`src/rtl/tbcl_pkg.sv`:
```
// package for the two-button combination lock
// holds event codes, register indexes and the config and result structs
// no dependencies
package tbcl_pkg;

    typedef enum logic [2:0] {
        EV_NONE     = 3'd0,
        EV_PRESS    = 3'd1,
        EV_LOCKED   = 3'd2,
        EV_UNLOCKED = 3'd3,
        EV_WRONG    = 3'd4,
        EV_TIMEOUT  = 3'd5
    } t_event;

    localparam logic [1:0] REG_CODE_LENGTH   = 2'd0;
    localparam logic [1:0] REG_ENTRY_TIMEOUT = 2'd1;
    localparam logic [1:0] REG_SLEEP_AFTER   = 2'd2;

    localparam logic [3:0] RST_CODE_LENGTH   = 4'd6;
    localparam logic [7:0] RST_ENTRY_TIMEOUT = 8'd11;
    localparam logic [7:0] RST_SLEEP_AFTER   = 8'd34;

    localparam logic [7:0] TICK_MAX = 8'hff;

    typedef struct packed {
        logic [3:0] code_length;
        logic [7:0] entry_timeout;
        logic [7:0] sleep_after;
    } t_cfg;

    typedef struct packed {
        logic       is_locked;
        t_event     event_res;
        logic       display_on;
        logic [3:0] presses_entered;
    } t_result;

endpackage

```
`src/rtl/two_button_combination_lock.sv`:
```
// two-button combination lock: one request per cycle while the result queue is not full
// results are registered in the queue; throughput is set by the single state update pass
// a two-entry result queue keeps requests flowing while one result waits
// synchronous active-low reset: unlocked, counters and history cleared, registers at defaults
// depends on tbcl_pkg, tbcl_cfg, tbcl_core, tbcl_outq
module two_button_combination_lock
    import tbcl_pkg::*;
#(
    parameter int DEBOUNCE_SAMPLES = 6,
    parameter int MAX_CODE_BITS    = 8
) (
    input  logic        i_clk,
    input  logic        i_rst_n,
    input  logic        i_in_valid,
    output logic        o_in_stall,
    input  logic        i_item_kind,
    input  logic        i_left_pressed,
    input  logic        i_right_pressed,
    output logic        o_out_valid,
    input  logic        i_out_stall,
    output logic        o_is_locked,
    output logic [2:0]  o_event_res,
    output logic        o_display_on,
    output logic [3:0]  o_presses_entered,
    input  logic        psel,
    input  logic        penable,
    input  logic        pwrite,
    input  logic [3:0]  paddr,
    input  logic [31:0] pwdata,
    output logic [31:0] prdata,
    output logic        pready
);

    t_cfg    cfg;
    t_result res;
    t_result q_data;
    logic    q_full;
    logic    accept;

    assign o_in_stall = q_full;
    assign accept     = i_in_valid && !q_full;

    tbcl_cfg u_cfg (
        .i_clk   (i_clk),
        .i_rst_n (i_rst_n),
        .psel    (psel),
        .penable (penable),
        .pwrite  (pwrite),
        .paddr   (paddr),
        .pwdata  (pwdata),
        .prdata  (prdata),
        .pready  (pready),
        .o_cfg   (cfg)
    );

    tbcl_core #(
        .DEBOUNCE_SAMPLES (DEBOUNCE_SAMPLES),
        .MAX_CODE_BITS    (MAX_CODE_BITS)
    ) u_core (
        .i_clk           (i_clk),
        .i_rst_n         (i_rst_n),
        .i_accept        (accept),
        .i_item_kind     (i_item_kind),
        .i_left_pressed  (i_left_pressed),
        .i_right_pressed (i_right_pressed),
        .i_cfg           (cfg),
        .o_result        (res)
    );

    tbcl_outq u_outq (
        .i_clk   (i_clk),
        .i_rst_n (i_rst_n),
        .i_push  (accept),
        .i_data  (res),
        .o_full  (q_full),
        .o_valid (o_out_valid),
        .i_stall (i_out_stall),
        .o_data  (q_data)
    );

    assign o_is_locked       = q_data.is_locked;
    assign o_event_res       = q_data.event_res;
    assign o_display_on      = q_data.display_on;
    assign o_presses_entered = q_data.presses_entered;

endmodule

```
`src/rtl/tbcl_cfg.sv`:
```
// apb-style configuration registers of the combination lock
// depends on tbcl_pkg
module tbcl_cfg
    import tbcl_pkg::*;
(
    input  logic        i_clk,
    input  logic        i_rst_n,
    input  logic        psel,
    input  logic        penable,
    input  logic        pwrite,
    input  logic [3:0]  paddr,
    input  logic [31:0] pwdata,
    output logic [31:0] prdata,
    output logic        pready,
    output t_cfg        o_cfg
);

    logic [3:0] r_code_length;
    logic [7:0] r_entry_timeout;
    logic [7:0] r_sleep_after;
    logic       wr_en;

    assign pready = 1'b1;
    assign wr_en  = psel && penable && pwrite && pready;

    always_ff @(posedge i_clk) begin
        if (!i_rst_n) begin
            r_code_length   <= RST_CODE_LENGTH;
            r_entry_timeout <= RST_ENTRY_TIMEOUT;
            r_sleep_after   <= RST_SLEEP_AFTER;
        end else if (wr_en) begin
            unique case (paddr[3:2])
                REG_CODE_LENGTH:   r_code_length   <= pwdata[3:0];
                REG_ENTRY_TIMEOUT: r_entry_timeout <= pwdata[7:0];
                REG_SLEEP_AFTER:   r_sleep_after   <= pwdata[7:0];
                default: ;
            endcase
        end
    end

    always_comb begin
        unique case (paddr[3:2])
            REG_CODE_LENGTH:   prdata = {28'd0, r_code_length};
            REG_ENTRY_TIMEOUT: prdata = {24'd0, r_entry_timeout};
            REG_SLEEP_AFTER:   prdata = {24'd0, r_sleep_after};
            default:           prdata = 32'd0;
        endcase
    end

    assign o_cfg = '{code_length:   r_code_length,
                     entry_timeout: r_entry_timeout,
                     sleep_after:   r_sleep_after};

endmodule

```
`src/rtl/tbcl_core.sv`:
```
// lock state: debounce, code entry, compare, tick timers
// updates state on each accepted request and forms its result
// depends on tbcl_pkg
module tbcl_core
    import tbcl_pkg::*;
#(
    parameter int DEBOUNCE_SAMPLES = 6,
    parameter int MAX_CODE_BITS    = 8
) (
    input  logic    i_clk,
    input  logic    i_rst_n,
    input  logic    i_accept,
    input  logic    i_item_kind,
    input  logic    i_left_pressed,
    input  logic    i_right_pressed,
    input  t_cfg    i_cfg,
    output t_result o_result
);

    localparam int D = DEBOUNCE_SAMPLES;
    localparam int M = MAX_CODE_BITS;
    localparam logic [4:0] MAX_LEN = 5'(MAX_CODE_BITS);

    logic [D-1:0] r_hist,    n_hist;
    logic         r_key,     n_key;
    logic         r_handled, n_handled;
    logic         r_last,    n_last;
    logic [3:0]   r_count,   n_count;
    logic [M-1:0] r_stored,  n_stored;
    logic [M-1:0] r_entered, n_entered;
    logic [7:0]   r_tick,    n_tick;
    logic         r_locked,  n_locked;

    logic [3:0]   len;
    logic [3:0]   cnt1;
    logic [M-1:0] ent;
    logic [7:0]   tick;
    t_event       evt;

    always_comb begin
        if (i_cfg.code_length == 4'd0) begin
            len = 4'd1;
        end else if ({1'b0, i_cfg.code_length} > MAX_LEN) begin
            len = MAX_LEN[3:0];
        end else begin
            len = i_cfg.code_length;
        end
    end

    always_comb begin
        n_hist    = r_hist;
        n_key     = r_key;
        n_handled = r_handled;
        n_last    = r_last;
        n_count   = r_count;
        n_stored  = r_stored;
        n_entered = r_entered;
        n_tick    = r_tick;
        n_locked  = r_locked;
        evt       = EV_NONE;
        cnt1      = r_count + 4'd1;
        ent       = M'({r_entered, n_last});
        tick      = r_tick;
        if (i_accept) begin
            if (!i_item_kind) begin
                n_hist = D'((r_hist << 1) | D'(i_left_pressed | i_right_pressed));
                if (i_left_pressed)  n_last = 1'b0;
                if (i_right_pressed) n_last = 1'b1;
                ent = M'({r_entered, n_last});
                if (n_hist == '1) n_key = 1'b1;
                if (n_hist == '0) n_key = 1'b0;
                if (n_key) begin
                    if (!r_handled) begin
                        n_handled = 1'b1;
                        n_tick    = 8'd0;
                        if (r_count < len) begin
                            if (!r_locked) begin
                                n_stored = M'({r_stored, n_last});
                                if (cnt1 == len) begin
                                    n_locked  = 1'b1;
                                    n_count   = 4'd0;
                                    n_entered = '0;
                                    evt       = EV_LOCKED;
                                end else begin
                                    n_count = cnt1;
                                    evt     = EV_PRESS;
                                end
                            end else if (cnt1 == len) begin
                                n_count   = 4'd0;
                                n_entered = '0;
                                if (ent == r_stored) begin
                                    n_stored = '0;
                                    n_locked = 1'b0;
                                    evt      = EV_UNLOCKED;
                                end else begin
                                    evt = EV_WRONG;
                                end
                            end else begin
                                n_entered = ent;
                                n_count   = cnt1;
                                evt       = EV_PRESS;
                            end
                        end
                    end
                end else begin
                    n_handled = 1'b0;
                end
            end else begin
                if (r_tick <= i_cfg.sleep_after && r_tick != TICK_MAX) begin
                    tick = r_tick + 8'd1;
                end
                if (tick > i_cfg.entry_timeout && r_count != 4'd0) begin
                    if (!r_locked) n_stored = '0;
                    n_entered = '0;
                    n_count   = 4'd0;
                    tick      = 8'd0;
                    evt       = EV_TIMEOUT;
                end
                n_tick = tick;
            end
        end
    end

    always_ff @(posedge i_clk) begin
        if (!i_rst_n) begin
            r_hist    <= '0;
            r_key     <= 1'b0;
            r_handled <= 1'b0;
            r_last    <= 1'b0;
            r_count   <= 4'd0;
            r_stored  <= '0;
            r_entered <= '0;
            r_tick    <= 8'd0;
            r_locked  <= 1'b0;
        end else begin
            r_hist    <= n_hist;
            r_key     <= n_key;
            r_handled <= n_handled;
            r_last    <= n_last;
            r_count   <= n_count;
            r_stored  <= n_stored;
            r_entered <= n_entered;
            r_tick    <= n_tick;
            r_locked  <= n_locked;
        end
    end

    assign o_result = '{is_locked:       n_locked,
                        event_res:       evt,
                        display_on:      (n_tick < i_cfg.sleep_after),
                        presses_entered: n_count};

endmodule

```
`src/rtl/tbcl_outq.sv`:
```
// two-entry result queue between the lock state and the output port
// depends on tbcl_pkg
module tbcl_outq
    import tbcl_pkg::*;
(
    input  logic    i_clk,
    input  logic    i_rst_n,
    input  logic    i_push,
    input  t_result i_data,
    output logic    o_full,
    output logic    o_valid,
    input  logic    i_stall,
    output t_result o_data
);

    t_result    r_data [2];
    logic       r_head;
    logic [1:0] r_count;
    logic       pop;
    logic       wr_idx;

    assign pop    = o_valid && !i_stall;
    assign wr_idx = r_head ^ r_count[0];
    assign o_full  = (r_count == 2'd2);
    assign o_valid = (r_count != 2'd0);
    assign o_data  = r_data[r_head];

    always_ff @(posedge i_clk) begin
        if (i_push) r_data[wr_idx] <= i_data;
    end

    always_ff @(posedge i_clk) begin
        if (!i_rst_n) begin
            r_head  <= 1'b0;
            r_count <= 2'd0;
        end else begin
            if (pop) r_head <= !r_head;
            r_count <= r_count + 2'(i_push) - 2'(pop);
        end
    end

endmodule

```
`config.mk`:
```
export PLATFORM = sky130hd
export DESIGN_NAME = two_button_combination_lock
export DESIGN_NICKNAME = d
export VERILOG_FILES = /design/src/rtl/tbcl_pkg.sv /design/src/rtl/two_button_combination_lock.sv /design/src/rtl/tbcl_cfg.sv /design/src/rtl/tbcl_core.sv /design/src/rtl/tbcl_outq.sv
export SDC_FILE = /design/constraint.sdc
export NUM_CORES = 1
export LEC_CHECK = 0
export ABC_AREA = 0
export BUFFER_PORTS_ARGS = -buffer_cell sky130_fd_sc_hd__clkbuf_2
export CORE_ASPECT_RATIO = 1.5
export CORE_MARGIN = 1.5
export CORE_UTILIZATION = 45
export CTS_CLUSTER_SIZE = 8
export DETAILED_ROUTE_END_ITERATION = 8
export PLACE_DENSITY = 0.67
export SLEW_MARGIN = 0
export SYNTH_ARGS = -nofsm -noshare
export SYNTH_HDL_FRONTEND = slang
export SYNTH_SLANG_ARGS = --single-unit
export TNS_END_PERCENT = 100
```
`constraint.sdc`:
```
create_clock -name i_clk -period 9.8 [get_ports i_clk]
set_clock_uncertainty 0.2 [all_clocks]
set_input_delay 1.96 -clock i_clk [delete_from_list [all_inputs] [get_ports i_clk]]
set_output_delay 1.96 -clock i_clk [all_outputs]
set_load 0.02 [all_outputs]
```
# --- Yosys cells after proc, flatten, opt, wreduce, memory -nomap -nowiden ---
# Memory sizes are Yosys's and may differ from the RTL's. A register that Yosys moved wholly into a read port is not among the register bits.
# Cells that the tools add are included.
# W data, S select, Z words.
totals:
  regBits: 59
  ram_bits: 18
  in_bits: 46
  n_memories: 1
op_classes:
  addsub: 4
  order_cmp: 5
  eq_ne: 12
  muxes: 67
  bitwise: 4
  n_reduce_logical: 23
mem_list:
  columns: ["memory", "depth", "word_bits", "read_ports", "rd_ports_with_merged_regs", "wr", "line_no", "source"]
  rows:
  - ["u_outq.r_data", 2, 9, 1, 1, 1, "tbcl_outq.sv:16", "t_result r_data [2];"]
ops:
  columns: ["op", "count"]
  rows:
  - ["$mux W8", 17]
  - ["$mux W7", 8]
  - ["$mux W4", 9]
  - ["$mux W3", 9]
  - ["$pmux W8 S3", 1]
  - ["$mux W1", 22]
  - ["$add A8 B1 Y8 const B", 1]
  - ["$eq A8 B8 Y1", 1]
  - ["$gt A8 B8 Y1", 1]
  - ["$le A8 B8 Y1", 1]
  - ["$lt A8 B8 Y1", 1]
  - ["$ne A2 B2 Y1 const B", 4]
  - ["$ne A8 B8 Y1 const B", 1]
  - ["$reduce_and A2 Y1", 4]
  - ["$reduce_and A8 Y1", 1]
  - ["$eq A6 B6 Y1 const B", 1]
  - ["$logic_and A1 B1 Y1", 6]
  - ["$logic_not A6 Y1", 1]
  - ["$or A6 B1 Y6", 1]
  - ["$reduce_and A6 Y1", 1]
  - ["$reduce_bool A2 Y1", 3]
  - ["$add A4 B1 Y4 const B", 1]
  - ["$eq A2 B2 Y1 const B", 2]
  - ["$eq A4 B4 Y1", 1]
  - ["other kinds (15)", 17]

# --- Longest topological paths before layout ---
logic_depth:
  ltp_word: 13
  mapped_depth: 24
  mapped_depth_nobuf: 22

# --- Modules after synthesis ---
# Synthesis repeated with hierarchy kept, for this count alone.
unflattened:
  cells_unflattened: 534
  hier_area_um2: 4820.9
by_module_without_submodules:
  columns: ["module", "n_inst", "cells_each", "area_each_um2", "seq_area_each_um2"]
  rows:
  - ["tbcl_core", 1, 352, 2748.9, 700.7]
  - ["tbcl_cfg", 1, 132, 1189.9, 400.4]
  - ["tbcl_outq", 1, 49, 868.3, 620.6]
  - ["two_button_combination_lock", 1, 1, 13.8, 0.0]

# --- Worst setup path before layout ---
# OpenSTA, ideal clock, no wires.
synth_path:
  kind: "input-to-output"
  from: "input port paddr[2]"
  to: "output port prdata[0]"
  arrival_ns: 2.845
  required_time_ns: 7.640
  path_slack_ns: 4.795
  stages: 3
  path_cell_list: "clkbuf_1 > mux2i_1 > o21ai_0"
synth_between:
  elab_chain_len: 2
  word_cells_on_any_way: 4
synth_lines:
  columns: ["item", "line_no", "source"]
  rows:
  - ["start: declaration", "two_button_combination_lock.sv:28", "input logic [3:0] paddr,"]
  - ["$eq A2 B2 Y1, or another cell as far along", "tbcl_cfg.sv:42", "unique case (paddr[3:2])"]
  - ["$pmux W8 S3 (*)", "tbcl_cfg.sv:42", null]
  - ["end: declaration", "two_button_combination_lock.sv:30", "output logic [31:0] prdata,"]
# Every way passes the cells marked *; elsewhere a longest branch is shown, timed or not.

==> impl_metrics.env <==
export IMPL_cts_tree="done"
export IMPL_timing_setup_tns_ps=0
export IMPL_final_core_util_pct=50.9
export IMPL_cp_slowest_stage_delay_ps=560
export IMPL_cts_clk_slew_worst_paths_ps=60
export IMPL_detailedRoute_firstPassIterationCount=4
export IMPL_routed_wirelength_normalized_by_instance_count_um=15.2
export IMPL_synthDistinctLibCells=57
export IMPL_final_hold_viol_count=0
export IMPL_h_tree_depth=3
export IMPL_period_share_pct=60.0
export IMPL_critical_path_required_ps=9690
export IMPL_totalWireLength_mm=10.1
export IMPL_cap_violations=0
export IMPL_cts_setup_buffers=0
export IMPL_grt_first_pass_wirelength_mm=16.9
export IMPL_mappedNetlistArea_um2=4700
export IMPL_routed_via_count=3678
export IMPL_synth_enable_flop_cells=18
export IMPL_hold_path_cell_count=2
export IMPL_coreArea_um2=10100
export IMPL_synth_seq_cells=77
export IMPL_cts_repair_resize_count=0
export IMPL_critical_path_class="flip-flop to flip-flop"
export IMPL_drcViolationCount=0
export IMPL_hold_end="u_core.r_entered[6]"
export IMPL_diodes=0
export IMPL_worstSetupEndpointType="flip-flop"
export IMPL_placedCellCount=647
export IMPL_finalWorstSetupSlack_ps=3920
export IMPL_dp_hpwl_mm=7.69
export IMPL_cts_buffers=9
export IMPL_grt_start_max_net_pins=22
export IMPL_cts_buffer_depth=2
export IMPL_timing_rr_end="u_outq.r_data[1][4]"
export IMPL_nets=619
export IMPL_period_minus_slack_ps=5880
export IMPL_post_synthesis_cells=516
export IMPL_worst_path_max_delay_cell="nor4_1"
export IMPL_outcome="completed"
export IMPL_dieHeight_um=128
export IMPL_number_of_hold_repair_buffers_added_at_the_cts_stage=0
export IMPL_min_from="u_core.r_entered[6]"
export IMPL_reg2reg_setup_slack_ps=3920
export IMPL_cts_root_buffer="clkbuf_16"
export IMPL_detailed_route_iter0_violations=85
export IMPL_first_global_vias=3663
export IMPL_fill_cells=967
export IMPL_std_cell_rows=45
export IMPL_peakVddDrop_uv=81.7
export IMPL_drive_gt1_share_pct=14.8
export IMPL_design_portCount=90
export IMPL_worst_hold_path_type="flip-flop to flip-flop"
export IMPL_fp_dieW_um=86.4
export IMPL_worst_ep_arrival_time_ps=5770
export IMPL_setup_repair_after_global_routing_missed_its_margin="no"
export IMPL_groute_usage_overall_pct=19.4
export IMPL_place_worst_setup_slack_ps=4060
export IMPL_globalplace_congestion=0.839
export IMPL_maxSlewHeadroom_pct=20.7
export IMPL_average_via_count_per_standard_cell=5.55
export IMPL_area_of_the_die_um2=11100
export IMPL_worst_setup_path_start_kind="flip-flop"
export IMPL_numPortBuffers=38
export IMPL_globalRoute_totalOverflow=0
export IMPL_power_density_nw_per_um2=173
export IMPL_worstReg2RegStart="u_core.r_tick[0]"
export IMPL_asyncSetResetFlopFracSynth_pct=0
export IMPL_finalMaxSlewViolations=0
export IMPL_finalSetupViolations=0
export IMPL_proportion_of_synthesized_chip_area_in_sequential_cells_pct=36.6
export IMPL_postSynth_topFlopCell="dfxtp_1"
export IMPL_finish_cell_count_without_fillers=663
export IMPL_report_power_total_mw=0.893
export IMPL_worstSkewPairLatency_ps=340
export IMPL_syn_avg_cell_area_um2=9.11
export IMPL_initial_utilization_pct=46.4
export IMPL_static_leakage_power_nw=2.13
export IMPL_tritoncts_num_sinks=77
export IMPL_r2r_cells=22
export IMPL_yosysWarningCount=0
export IMPL_antenna_found_initial=0
export IMPL_cp_max_fo=15
export IMPL_clock_fmax_ghz=0.170
export IMPL_flow_area_growth_from_synthesis_pct=9.85
export IMPL_max_slew_worst_pin_slew_ps=1180
export IMPL_crit_path_cell_trace="inv_1, ha_1, nand4_1, nor2_1, a21oi_1, nor4_1, nor2_1, a21oi_1, ha_1, o21ai_0, nor2_1, o31ai_1, o21ba_2, a41oi_1, a31oi_1, ha_1, a21o_1, a21o_1, a21oi_1, nand3_1, a311o_1, o21ai_0"
export IMPL_antenna_left=0
==> logic make-up (layout without fill, tap and decap cells) <==
kind of cell | after synthesis | in the layout | share of synthesized area, %
compound gates | 102 | 102 | 15.4
xor+xnor | 22 | 22 | 4.10
fa+ha+maj | 32 | 32 | 8.52
buf+inv | 75 | 82 | 8.31
flops | 77 | 77 | 36.6
mux | 41 | 41 | 8.97
other cells | 2 | 25 | 0.160
simple gates | 165 | 165 | 17.9
==> metal layers <==
| metal | share of wire (%) | up-vias | wire, um | global-route usage (%) |
|---|---|---|---|---|
| met5 | 0 | - | 0 | 0 |
| met4 | 2.6 | 0 | 265 | 8.73 |
| met3 | 2.8 | 17 | 281 | 3.35 |
| met2 | 54 | 63 | 5460 | 35.8 |
| met1 | 41 | 1753 | 4100 | 21.2 |
| li1 | - | 1845 | - | - |
==> flip-flops by register name, indices dropped and copies added, names as in the netlist, named ones only <==
register	count
u_outq.r_data	18
u_cfg.r_entry_timeout	8
u_cfg.r_sleep_after	8
u_core.r_stored	8
u_core.r_tick	8
u_core.r_entered	7
u_core.r_hist	5
u_cfg.r_code_length	4
u_core.r_count	4
u_outq.r_count	2
u_core.r_handled	1
u_core.r_last	1
u_core.r_locked	1
u_outq.r_head	1
==> worst max path at each step <==
stage	slack (ps)	from	to	cells past startpoint
2_1_floorplan	4800	paddr[2]	prdata[0]	3
3_3_place_gp	4110	u_core.r_tick[7]	u_outq.r_data[0][4]	21
3_5_place_dp	4060	u_core.r_tick[0]	u_outq.r_data[0][4]	22
4_1_cts	3990	u_core.r_tick[0]	u_outq.r_data[1][4]	22
5_1_grt	3450	u_core.r_tick[0]	u_outq.r_data[1][4]	22
6_report	3920	u_core.r_tick[0]	u_outq.r_data[1][4]	22
==> cells in the final DEF, fill, tap and decap left out, drive strengths merged, types with 6 or more instances in the layout <==
cell type	n
a311oi	14
a211oi	8
ha	32
nor4	6
a21oi	26
nand2	58
nor3	7
o21a	6
mux2i	32
nor2	36
o211ai	6
edfxtp	18
a31oi	8
xor2	8
o21ai	13
xnor2	14
nor2b	9
nand2b	7
dfxtp	59
nand3	12
conb	25
mux2	9
inv	24
clkbuf	48
==> cell usage after synthesis (4+ instances only) <==
cell type | n | area (um^2)
o21ai_0 | 13 | 65.1
a311oi_1 | 14 | 123
buf_2 | 9 | 45.0
nor4_1 | 5 | 31.3
buf_4 | 26 | 195
nand3_1 | 12 | 60.1
o21a_1 | 5 | 37.5
clkbuf_1 | 13 | 48.8
dfxtp_1 | 59 | 1180
a31oi_1 | 8 | 50.1
o211ai_1 | 6 | 45.0
nand2_1 | 57 | 214
nand4_1 | 4 | 25.0
xor2_1 | 8 | 70.1
nor3_1 | 5 | 25.0
mux2_2 | 9 | 101
a21oi_1 | 26 | 130
mux2i_1 | 32 | 320
or3_1 | 4 | 25.0
inv_1 | 24 | 90.1
ha_1 | 32 | 400
edfxtp_1 | 18 | 541
a21o_1 | 4 | 30.0
nor2b_1 | 9 | 56.3
nor2_1 | 36 | 135
and4_1 | 4 | 35.0
a22o_1 | 4 | 35.0
xnor2_1 | 14 | 123
nand2b_1 | 7 | 43.8
a211oi_1 | 6 | 45.0
==> cell type report <==
cell class	count	area (um^2)	share of cell area, %
clock buffers	10	250	4.85
clock inverters	6	60.1	1.16
inverters	24	90.1	1.75
multi-input cells	387	2670	51.8
flip-flops and latches	77	1720	33.3
well taps	117	146	2.84
repair buffers	42	220	4.27
==> per-stage QoR <==
step	hold WS (ps)	instance area, um^2
finish	276	5160
global route	316	5160
CTS	280	5160
detailed placement	271	4850
global placement	259	4850
floorplan	250	4790
==> power by group <==
group / switching, mW / leakage, nW / internal [mW]
Combinational: 0.110 / 1.34 / 0.0654
Clock: 0.131 / 0.151 / 0.211
Sequential: 0.0164 / 0.644 / 0.359
==> critical path, delay by kind of cell, from the launching register on <==
family	cells	cell delay, ps
compound gates	12	2890
buf+inv	1	150
simple gates	6	1100
flops	1	440
fa+ha+maj	3	870
(Power assumes the default switching activity.)
